<file path="src/design/sfla_pkg.sv">
`timescale 1ns / 1ps

package sfla_pkg;

   // Storage shape of the free list.
   localparam int LIST_DEPTH = 16;
   localparam int SIZE_WIDTH = 16;
   // Number of entries holding 2, 4, 6, ... after reset.
   localparam int RESET_FILL = 5;

   // Request codes.
   localparam logic OP_GET = 1'b0;
   localparam logic OP_PUT = 1'b1;

   // Result status codes.
   typedef enum logic [1:0] {
      ST_OK        = 2'd0,
      ST_EMPTY     = 2'd1,
      ST_TOO_LARGE = 2'd2,
      ST_FULL      = 2'd3
   } status_type;

   // One request item.
   typedef struct packed {
      logic        op;
      logic [15:0] block_size;
   } req_type;

   // One result item.
   typedef struct packed {
      status_type  status;
      logic [15:0] granted_size;
   } rsp_type;

   // Command broadcast to every cell of the list.
   typedef struct packed {
      logic                  get_en;
      logic                  put_en;
      logic [SIZE_WIDTH-1:0] size;
   } cmd_type;

   // What a cell shows its neighbors.
   typedef struct packed {
      logic                  valid;
      logic [SIZE_WIDTH-1:0] value;
      logic                  ge;
      logic                  after;
   } link_type;

   // Summary of the list handed to the top level.
   typedef struct packed {
      logic                  empty;
      logic                  full;
      logic                  found;
      logic [SIZE_WIDTH-1:0] granted;
   } sts_type;

endpackage

</file>
<file path="src/design/sfla_cell.sv">
`timescale 1ns / 1ps

module sfla_cell import sfla_pkg::*; (
   input  logic                  clock,
   input  logic                  reset,
   input  logic                  rst_valid,
   input  logic [SIZE_WIDTH-1:0] rst_value,
   input  cmd_type               cmd,
   input  link_type              left,
   input  link_type              right,
   output link_type              link,
   output logic [SIZE_WIDTH-1:0] hit_value
);

   logic                  valid_ff;
   logic                  valid_in;
   logic [SIZE_WIDTH-1:0] value_ff;
   logic [SIZE_WIDTH-1:0] value_in;
   logic                  ge;
   logic                  after;
   logic                  hit;

   // Local compares against the broadcast size.
   assign ge    = valid_ff & (value_ff >= cmd.size);
   assign after = ~valid_ff | (value_ff > cmd.size);
   assign hit   = ge & ~left.ge;

   // A get closes the gap from the right; a return opens one to the left.
   always_comb begin
      valid_in = valid_ff;
      value_in = value_ff;
      if (cmd.get_en && ge) begin
         valid_in = right.valid;
         value_in = right.value;
      end else if (cmd.put_en && after) begin
         if (left.after) begin
            valid_in = left.valid;
            value_in = left.value;
         end else begin
            valid_in = 1'b1;
            value_in = cmd.size;
         end
      end
   end

   always_ff @(posedge clock) begin
      if (reset) begin
         valid_ff <= rst_valid;
         value_ff <= rst_value;
      end else begin
         valid_ff <= valid_in;
         value_ff <= value_in;
      end
   end

   assign link      = '{valid: valid_ff, value: value_ff, ge: ge, after: after};
   assign hit_value = hit ? value_ff : '0;

endmodule

</file>
<file path="src/design/sfla_chain.sv">
`timescale 1ns / 1ps

module sfla_chain import sfla_pkg::*; (
   input  logic    clock,
   input  logic    reset,
   input  cmd_type cmd,
   output sts_type sts
);

   link_type              links [LIST_DEPTH];
   logic [SIZE_WIDTH-1:0] hits  [LIST_DEPTH];
   link_type              edge_link;

   // Neighbor seen past either end of the row: empty, never at or after.
   assign edge_link = '0;

   // Row of cells, each one list entry.
   for (genvar i = 0; i < LIST_DEPTH; i++) begin : g_cell
      logic                  rst_valid;
      logic [SIZE_WIDTH-1:0] rst_value;
      link_type              left_link;
      link_type              right_link;

      assign rst_valid  = (i < RESET_FILL);
      assign rst_value  = rst_valid ? SIZE_WIDTH'(2 * (i + 1)) : '0;
      assign left_link  = (i == 0) ? edge_link : links[(i == 0) ? 0 : i - 1];
      assign right_link = (i == LIST_DEPTH - 1) ? edge_link
                        : links[(i == LIST_DEPTH - 1) ? i : i + 1];

      sfla_cell u_cell (
         .clock     (clock),
         .reset     (reset),
         .rst_valid (rst_valid),
         .rst_value (rst_value),
         .cmd       (cmd),
         .left      (left_link),
         .right     (right_link),
         .link      (links[i]),
         .hit_value (hits[i])
      );
   end

   // At most one cell hits, so its value comes out of a plain OR.
   always_comb begin
      sts.empty   = ~links[0].valid;
      sts.full    = links[LIST_DEPTH-1].valid;
      sts.found   = 1'b0;
      sts.granted = '0;
      for (int i = 0; i < LIST_DEPTH; i++) begin
         sts.found   = sts.found | links[i].ge;
         sts.granted = sts.granted | hits[i];
      end
   end

`ifndef ASSERT_OFF
   for (genvar i = 0; i < LIST_DEPTH - 1; i++) begin : g_check
      // Valid entries form a prefix of the row.
      a_prefix: assert property (@(posedge clock) disable iff (reset)
         links[i+1].valid |-> links[i].valid)
         else $error("free list has a hole");
      // Valid entries stay in ascending order.
      a_sorted: assert property (@(posedge clock) disable iff (reset)
         links[i+1].valid |-> (links[i].value <= links[i+1].value))
         else $error("free list out of order");
   end
   // A fit can only be found in a list that holds something.
   a_found: assert property (@(posedge clock) disable iff (reset)
      sts.found |-> !sts.empty)
      else $error("fit found in empty list");
`endif

endmodule

</file>
<file path="src/design/sorted_free_list_allocator.sv">
`timescale 1ns / 1ps

// Sorted free-list allocator. Keeps up to LIST_DEPTH free block sizes in
// ascending order, one per cell of a shift row; after reset the list holds
// 2, 4, 6, 8 and 10. A get removes the smallest entry at least as large as
// the request and reports it, or reports an empty list or a request too
// large. A return inserts the size after any equal entries, or reports a
// full list and drops it. Every request gives one result, registered in
// the cycle after the request is taken. One request can be taken per
// cycle: all cells compare against the request and shift in the same
// cycle. While a result waits in the output register, a new request is
// taken only in the cycle that the waiting result is taken.
module sorted_free_list_allocator import sfla_pkg::*; (
   input  logic    clock,
   input  logic    reset,
   input  logic    req_valid,
   output logic    req_ready,
   input  req_type req_data,
   output logic    rsp_valid,
   input  logic    rsp_ready,
   output rsp_type rsp_data
);

   logic                  accept;
   logic                  is_get;
   cmd_type               cmd;
   sts_type               sts;
   rsp_type               result;
   logic                  rsp_valid_ff;
   logic                  rsp_valid_in;
   rsp_type               rsp_data_ff;
   rsp_type               rsp_data_in;

   assign req_ready = ~rsp_valid_ff | rsp_ready;
   assign accept    = req_valid & req_ready;
   assign is_get    = (req_data.op == OP_GET);

   // Broadcast to the cell row.
   assign cmd.size   = SIZE_WIDTH'(req_data.block_size);
   assign cmd.get_en = accept & is_get & ~sts.empty;
   assign cmd.put_en = accept & ~is_get & ~sts.full;

   sfla_chain u_chain (
      .clock (clock),
      .reset (reset),
      .cmd   (cmd),
      .sts   (sts)
   );

   // Result of the request being taken.
   always_comb begin
      result.granted_size = '0;
      if (is_get) begin
         if (sts.empty) begin
            result.status = ST_EMPTY;
         end else if (!sts.found) begin
            result.status = ST_TOO_LARGE;
         end else begin
            result.status       = ST_OK;
            result.granted_size = 16'(sts.granted);
         end
      end else begin
         result.status = sts.full ? ST_FULL : ST_OK;
      end
   end

   // Output register.
   always_comb begin
      rsp_valid_in = rsp_valid_ff;
      rsp_data_in  = rsp_data_ff;
      if (accept) begin
         rsp_valid_in = 1'b1;
         rsp_data_in  = result;
      end else if (rsp_ready) begin
         rsp_valid_in = 1'b0;
      end
   end

   always_ff @(posedge clock) begin
      if (reset) begin
         rsp_valid_ff <= 1'b0;
      end else begin
         rsp_valid_ff <= rsp_valid_in;
      end
      rsp_data_ff <= rsp_data_in;
   end

   assign rsp_valid = rsp_valid_ff;
   assign rsp_data  = rsp_data_ff;

`ifndef ASSERT_OFF
   // Every item taken shows a result in the next cycle.
   a_result: assert property (@(posedge clock) disable iff (reset)
      accept |=> rsp_valid_ff)
      else $error("no result after item taken");
   // A list cannot be empty and full at once.
   a_shape: assert property (@(posedge clock) disable iff (reset)
      !(sts.empty && sts.full))
      else $error("list both empty and full");
   // A failed request leaves no granted size.
   a_zero: assert property (@(posedge clock) disable iff (reset)
      (rsp_valid_ff && rsp_data_ff.status != ST_OK) |-> (rsp_data_ff.granted_size == '0))
      else $error("granted size on failed request");
`endif

endmodule
</file>
<file path="config.mk">
export PLATFORM = sky130hd
export DESIGN_NAME = sorted_free_list_allocator
export DESIGN_NICKNAME = d
export VERILOG_FILES = /design/src/design/sfla_pkg.sv /design/src/design/sfla_cell.sv /design/src/design/sfla_chain.sv /design/src/design/sorted_free_list_allocator.sv
export SDC_FILE = /design/constraint.sdc
export NUM_CORES = 1
export LEC_CHECK = 0
export BUFFER_PORTS_ARGS = -buffer_cell sky130_fd_sc_hd__buf_4
export CORE_AREA = 2 2 215 217
export DETAILED_ROUTE_END_ITERATION = 8
export DIE_AREA = 0 0 217 219
export PLACE_DENSITY = 0.66
export REMOVE_ABC_BUFFERS = 1
export SLEW_MARGIN = 20
export SYNTH_ARGS = -nofsm -noshare
export SYNTH_HDL_FRONTEND = slang
export SYNTH_SLANG_ARGS = --single-unit
</file>
<file path="constraint.sdc">
create_clock -name clock -period 6.7 [get_ports clock]
set_input_delay 0.67 -clock clock [delete_from_list [all_inputs] [get_ports clock]]
set_output_delay 0.67 -clock clock [all_outputs]
set_load 0.02 [all_outputs]
</file>
==> results of run 1 <==
==> kinds of logic after synthesis <==
family	after synthesis
adders and majority gates	256
and+or+nand+nor	896
DFF	291
AOI/OAI and AO/OA	904
muxes	127
buffers and inverters	245
==> layer usage <==
layer | up-vias | part of all wire (%) | wire [um]
met3 | 495 | 13 | 13500
met4 | 4 | 8.3 | 8920
met1 | 11252 | 38 | 40900
met2 | 1747 | 41 | 43800
met5 | - | 0.028 | 30
li1 | 10253 | - | -
==> per-stage QoR <==
| stage | total power (W) | worst slack [ns] | cell area (um^2) | utilization (%) | hold WS (ns) |
|---|---|---|---|---|---|
| floorplan | 0.00223 | 0.397 | 21200 | - | 0.442 |
| global placement | 0.00252 | 1.01 | 22700 | 50.3 | 0.459 |
| global route | 0.00472 | 1.04 | 23900 | 53.1 | 0.363 |
| CTS | 0.00457 | 1.50 | 23900 | 53.0 | 0.351 |
| detailed placement | 0.00254 | 0.918 | 22700 | 50.4 | 0.471 |
| finish | 0.00461 | 1.06 | 23900 | 53.1 | 0.355 |
==> where the power goes <==
group | internal, W | switching (W)
Sequential | 0.00180 | 0.000128
Clock | 0.00120 | 0.000876
Combinational | 0.000204 | 0.000405
Total | 0.00320 | 0.00141
==> sequential cells by signal, summed over array words and instances, names as in the netlist <==
name,cells
u_chain.g_cell.u_cell.value_ff,256
rsp_data,18
u_chain.g_cell.u_cell.valid_ff,16
rsp_valid,1
==> path summary, 6_finish.rpt <==
check	end	slack, ns
setup / recovery	rsp_data[0]$_SDFFCE_PP0P_	1.06
hold / removal	rsp_valid$_SDFFE_PP0P_	0.36
setup reg to reg	rsp_data[0]$_SDFFCE_PP0P_	2.23
hold reg to reg	u_chain.g_cell[13].u_cell.valid_ff$_SDFFE_PP0P_	0.49
==> worst max-delay path, delay by kind of cell <==
kind,cells,cell delay (ns)
compound gates,3,1.88
fa+ha+maj,1,0.29
buf+inv,3,1.54
simple gates,6,1.56
==> cells in the final DEF, fill, tap and decap left out, drive strengths merged, types with 32 or more instances in the layout <==
master  netlist  final
a211oi       36     36
a21o         32     32
a21oi       252    252
a221oi       45     45
a22o         35     35
a22oi        84     84
buf          52    102
clkbuf      130     46
dfxtp       273    273
ha          256    256
inv          50     50
mux2i       125    125
nand2       297    297
nand2b       71     71
nand3        40     40
nand4        52     52
nor2        255    255
nor3         61     61
o211ai       79     79
o21ai       112    112
o22ai        85     85
==> cell type report <==
cell class	count	area, um^2	area share [%]
antenna	4	10.0	0.0418
clock buffer	46	1020	4.26
clock inverter	17	178	0.742
inverter	63	236	0.987
multi-input combinational	2183	15000	62.5
sequential	291	6010	25.1
tap	600	751	3.13
timing repair buffer	102	790	3.30
==> results.json, run 1 <==
{
  "wl_um": 107000,
  "hold_path_startpoint": "req_valid",
  "synth_top_family_by_area": "compound AO/OA/AOI/OAI gates",
  "htree_num_levels": 2,
  "routed_wire_per_std_cell_um": 32.4,
  "max_freq_ghz": 0.177,
  "vias_in_the_first_global_route": 21956,
  "post_synth_main_area_contributors": "dfxtp_1 25%, ha_1 15%, mux2i_1 5.7%, a21oi_1 5.6%, nand2_1 5.1%",
  "fin_worst_skew_ns": 0.0228,
  "yosysSeqAreaShare_pct": 27.4,
  "track_usage_pct": 44.4,
  "use_met3_pct": 12.0,
  "status": "completed",
  "drt-vias-per-instance": 7.18,
  "dp_hpwl_um": 76300,
  "effective_utilization_at_floorplan_pct": 48.6,
  "cp_slowest_stage_delay_ns": 1.03,
  "leakagePower_nw": 9.57,
  "clk_pin_slew_ns": 0.06,
  "post_cts_buffers": 0,
  "grt_antenna_before_repair": 7,
  "endpoint_kind": "flop",
  "remaining_drc_errors": 0,
  "synth_most_common_cell": "nand2_1",
  "use_met1_pct": 57.2,
  "worst_path_cell_chain": "buf_4 > clkinv_1 > buf_4 > ha_1 > and3_1 > nand2_1 > nor3_1 > nand2_1 > a21oi_1 > nor2_2 > a222oi_1 > nand4_1 > o21a_1",
  "worst_ep_arrival_time_ns": 5.95,
  "rows": 78,
  "via_count": 23751,
  "synth_top_area_share_pct": 24.9,
  "cts_buffer_depth": 3,
  "cts_resized": 0,
  "clock-root-buffer": "clkbuf_16",
  "final.period_utilization_pct": 84.2,
  "cts_buffers": 37,
  "timing.max_cap.violations": 0,
  "synth.mux.area_fraction_pct": 5.81,
  "min_delay_path_class": "in -> reg",
  "power.ir.vdd_worst_v": 0.000177,
  "synthesized_area_fraction_occupied_by_ao_oa_aoi_and_oai_cells_pct": 28.3,
  "ys_types": 82,
  "setup_viol_count_final": 0,
  "synth_seq_cells": 291,
  "fin_crit_ns": 5.64,
  "synth.avg_cell_area_um2": 8.06,
  "die_area_mm2": 0.0475,
  "placement.io_buffers": 40,
  "syn_to_final_growth_pct": 9.23,
  "asyncSetResetFlopFracSynth_pct": 0,
  "drt-initial-drc-count": 3818,
  "timing.critical_path.from": "req_data[9]",
  "holdBufCountCts": 0,
  "worstSkewPairLatency_ns": 0.59,
  "clock_sink_count": 291,
  "grt_most_used_layer": "met2",
  "detail_route.first_pass.iterations": 9,
  "number_of_nets_still_failing_antenna_checks_after_routing": 0,
  "placeableCoreArea_mm2": 0.0451,
  "synth-edff-count": 18,
  "timing.rr.start": "u_chain.g_cell[9].u_cell.value_ff[15]$_SDFFE_PP0P_",
  "mappedNetlistArea_mm2": 0.0219,
  "crit_type": "in -> reg",
  "synth.top_cells.by_count": "296 x nand2_1, 273 x dfxtp_1, 256 x ha_1, 249 x nor2_1, 245 x a21oi_1",
  "slew_headroom_pct": 25.2,
  "mapped_cells": 2719,
  "reg2regPathDepth": 9,
  "pwr_density_cell_mw_per_mm2": 192,
  "use_met2_pct": 64.4,
  "synth-xor-area-share_pct": 0,
  "cp-start-kind": "primary input",
  "die_height_um": 219,
  "synth_ff_type": "dfxtp_1",
  "rsz0062_at_grt": "no",
  "cpMaxStageDelayCell": "a222oi_1",
  "place_inst": 3238,
  "required_ns": 7.01,
  "hold_path_depth": 3,
  "layout_cell_share_with_drive_strength_beyond_1_pct": 8.07,
  "grt_pass1_wl_um": 154000,
  "overflow": 0,
  "critical_path_peak_fanout": 13,
  "fill_cells": 4399,
  "last_weighted_congestion_value_of_the_routability_driven_placer": 1.06,
  "final-instance-count-excl-fill": 3306,
  "die_x_um": 217,
  "yosysTopAreaCell": "dfxtp_1",
  "finalHoldViolCount": 0,
  "fin_nets": 2955,
  "synth_adder_area_share_pct": 14.6,
  "yosys.area_share.simple_pct": 19.3,
  "design.portCount": 41,
  "slew_violations": 0,
  "grt_max_degree": 118,
  "worst_slew_pin_slew_ns": 1.12,
  "cts_tree": "done",
  "setup_total_negative_slack_ns": 0,
  "synth-warning-count": 0
}
No activity file was read; power rests on OpenSTA's default activity.
==> run 2, diff against run 1 <==
ABC_AREA = 1   (was unset)
CORE_AREA = 2 2 223 225   (was 2 2 215 217)
DIE_AREA = 0 0 225 227   (was 0 0 217 219)
clock period = 5.68 ns   (was 6.7 ns; I/O delays follow)
==> results.json, run 2 <==
{
  "slew_violations": 0,
  "timing.rr.start": "u_chain.g_cell[10].u_cell.value_ff[0]$_SDFFE_PP0P_",
  "grt_max_degree": 109,
  "largest_register_ffs": 256,
  "power.ir.vdd_worst_v": 0.000225,
  "synth_seq_cells": 291,
  "max_freq_ghz": 0.252,
  "fin_worst_skew_ns": 0.0181,
  "fin_crit_ns": 3.97,
  "multi_input_area_mm2": 0.0153,
  "fin_nets": 3893,
  "slew_headroom_pct": 27.1,
  "via_count": 26057,
  "rsz0062_at_grt": "no",
  "hold_path_startpoint": "rsp_ready",
  "most_frequent_cells_in_the_layout": "862 x nand2_1, 399 x nand3_1, 369 x nor2_1",
  "dp_worst_setup_slack_ns": 1.31,
  "clock_sink_count": 291,
  "synth_top_area_share_pct": 23.1,
  "cts_tree": "done",
  "finalHoldViolCount": 0,
  "cpMaxStageDelayCell": "inv_1",
  "reg2reg_to": "u_chain.g_cell[10].u_cell.value_ff[0]$_SDFFE_PP0P_",
  "clk_pin_slew_ns": 0.06,
  "vias_in_the_first_global_route": 23046,
  "mappedNetlistArea_mm2": 0.0236,
  "path_common_cell": "nand2_1",
  "cts_buffers": 37,
  "setup_total_negative_slack_ns": 0,
  "holdBufCountCts": 0,
  "mapped_cells": 3677,
  "post-route-util_pct": 52.7,
  "pwr_density_cell_mw_per_mm2": 224,
  "grt_antenna_before_repair": 2,
  "layout_cell_share_with_drive_strength_beyond_1_pct": 6.69,
  "reg2regPathDepth": 12,
  "overflow": 0,
  "cp_slowest_stage_delay_ns": 0.51,
  "ys_types": 45,
  "endpoint_kind": "flop",
  "worst_path_cell_chain": "buf_4 > inv_1 > buf_4 > ha_1 > nand2_1 > nand2_1 > nand2_1 > nand2_1 > nand2_1 > nand2_1 > nand2_1 > nand3_1 > nand2_2 > inv_2 > nand2_2 > nand2_2 > inv_1 > a211oi_1",
  "final.period_utilization_pct": 69.9,
  "final_common_cell": "nand2_1",
  "fill_cells": 4992,
  "synth_ff_type": "dfxtp_1",
  "status": "completed",
  "last_weighted_congestion_value_of_the_routability_driven_placer": 1.04,
  "timing.hold.worst_endpoint": "rsp_valid$_SDFFE_PP0P_",
  "critical_path.n_buffers_inverters": 5,
  "drt-vias-per-instance": 6.11,
  "asyncSetResetFlopFracSynth_pct": 0,
  "placeableCoreArea_mm2": 0.0485,
  "worst_slew_pin_slew_ns": 1.09,
  "routed_wire_per_std_cell_um": 23.2,
  "syn_to_final_growth_pct": 8.33,
  "htree_num_levels": 2,
  "synth-warning-count": 0,
  "synth_most_common_cell": "nand2_1",
  "die_area_mm2": 0.0511,
  "track_usage_pct": 37.9,
  "die_x_um": 225,
  "leakagePower_nw": 12.0,
  "rows": 81,
  "worstSkewPairLatency_ns": 0.57,
  "cp-start-kind": "primary input",
  "yosysSeqAreaShare_pct": 25.4,
  "dp_hpwl_um": 71900,
  "synth.avg_cell_area_um2": 6.43,
  "synth.top_cells.by_count": "862 x nand2_1, 399 x nand3_1, 369 x nor2_1, 349 x o21ai_0, 343 x inv_1",
  "placedInstanceArea_mm2": 0.0242,
  "remaining_drc_errors": 0,
  "post_synth_main_area_contributors": "dfxtp_1 23%, nand2_1 14%, ha_1 14%, nand3_1 8.5%, o21ai_0 7.4%",
  "worst_ep_arrival_time_ns": 4.43,
  "registers.top_by_ff_count": "u_chain.g_cell.u_cell.value_ff",
  "final_area_mm2": 0.0256,
  "synth-edff-count": 18,
  "timing.max_cap.violations": 0,
  "yosysTopAreaCell": "dfxtp_1",
  "post_cts_buffers": 0,
  "cts_resized": 0,
  "design.portCount": 41,
  "clock-root-buffer": "clkbuf_16",
  "min_delay_path_class": "in -> reg",
  "wl_um": 98900,
  "placement.io_buffers": 40,
  "required_ns": 6.14,
  "seqCellArea_mm2": 0.00601,
  "reg2reg_setup_slack_ns": 2.23,
  "setup_viol_count_final": 0,
  "crit_type": "in -> reg",
  "die_height_um": 227,
  "effective_utilization_at_floorplan_pct": 48.7,
  "path_delay_family": "buffers and inverters",
  "hold_path_depth": 4,
  "grt_pass1_wl_um": 145000,
  "detail_route.first_pass.iterations": 6,
  "cts_buffer_depth": 3,
  "number_of_nets_still_failing_antenna_checks_after_routing": 0,
  "drt-initial-drc-count": 3098,
  "critical_path_peak_fanout": 27,
  "final.setup.worst_slack_ns": 1.71
}
## run 2: cell types whose count changed after synthesis, sizes merged, moves of 84 or more
cell   previous run  this run
a22oi            84         0
inv              50       368
mux2i           125         0
nand2           297       906
nand3            40       404
nor2            255       379
o21ai           112       365
## run 2: worst register-to-register path, cell delays in order (launching register included)
cell	delay (ns)
dfxtp_1	0.44
inv_1	0.15
ha_1	0.30
nand2_1	0.05
nor2_1	0.14
nand3_1	0.13
nand3_1	0.17
nand2_2	0.25
inv_2	0.36
nand2_2	0.37
nand2_2	0.48
inv_1	0.20
a211oi_1	0.30
## run 2: logic make-up after synthesis
kind of cell,share of synthesized area (%)
flip-flops,25.4
AO/OA/AOI/OAI,20.5
buffers and inverters,9.69
adder cells (fa/ha/maj),13.6
AND/OR/NAND/NOR,30.9
## run 2: worst max-delay path by stage
stage           startpoint                                            endpoint  slack, ns  cells past startpoint
6_report       req_data[1]  u_chain.g_cell[10].u_cell.value_ff[0]$_SDFFE_PP0P_       1.71                     18
4_1_cts        req_data[1]  u_chain.g_cell[10].u_cell.value_ff[0]$_SDFFE_PP0P_       1.86                     18
5_1_grt        req_data[1]     u_chain.g_cell[10].u_cell.valid_ff$_SDFFE_PP0P_       1.47                     19
3_3_place_gp   req_data[1]     u_chain.g_cell[10].u_cell.valid_ff$_SDFFE_PP0P_       1.31                     19
3_5_place_dp   req_data[1]     u_chain.g_cell[10].u_cell.valid_ff$_SDFFE_PP0P_       1.31                     19
2_1_floorplan  req_data[5]   u_chain.g_cell[3].u_cell.value_ff[3]$_SDFFE_PP1P_       2.00                     14
## run 2: layout make-up
type / instances / share of cell area [%]
Antenna cell: 1 / 0.00978
Clock buffer: 54 / 4.47
Clock inverter: 14 / 0.797
Inverter: 372 / 5.51
Multi-Input combinational cell: 2826 / 59.9
Sequential cell: 291 / 23.5
Tap cell: 622 / 3.04
Timing Repair Buffer: 88 / 2.78
## run 2: power by group
part	internal (W)	switching, W
combinational	0.000251	0.000536
clock	0.00163	0.00105
sequential	0.00213	0.000131
total	0.00401	0.00171
## run 2: through the flow
stage | total power, W | hold WS, ns | cells
final | 0.00573 | 0.302 | 4268
after detailed placement | 0.00306 | 0.484 | 4199
after global placement | 0.00305 | 0.484 | 4199
after floorplan | 0.00271 | 0.458 | 3489
after global routing | 0.00588 | 0.323 | 4267
after CTS | 0.00569 | 0.292 | 4267
## run 2: routing by layer
metal,vias to the layer above,routed length (um),track usage [%]
li1,12349,-,-
met1,11854,40500,51.3
met2,1527,41200,56.5
met3,325,10600,6.87
met4,2,6530,22.4
met5,-,16,0
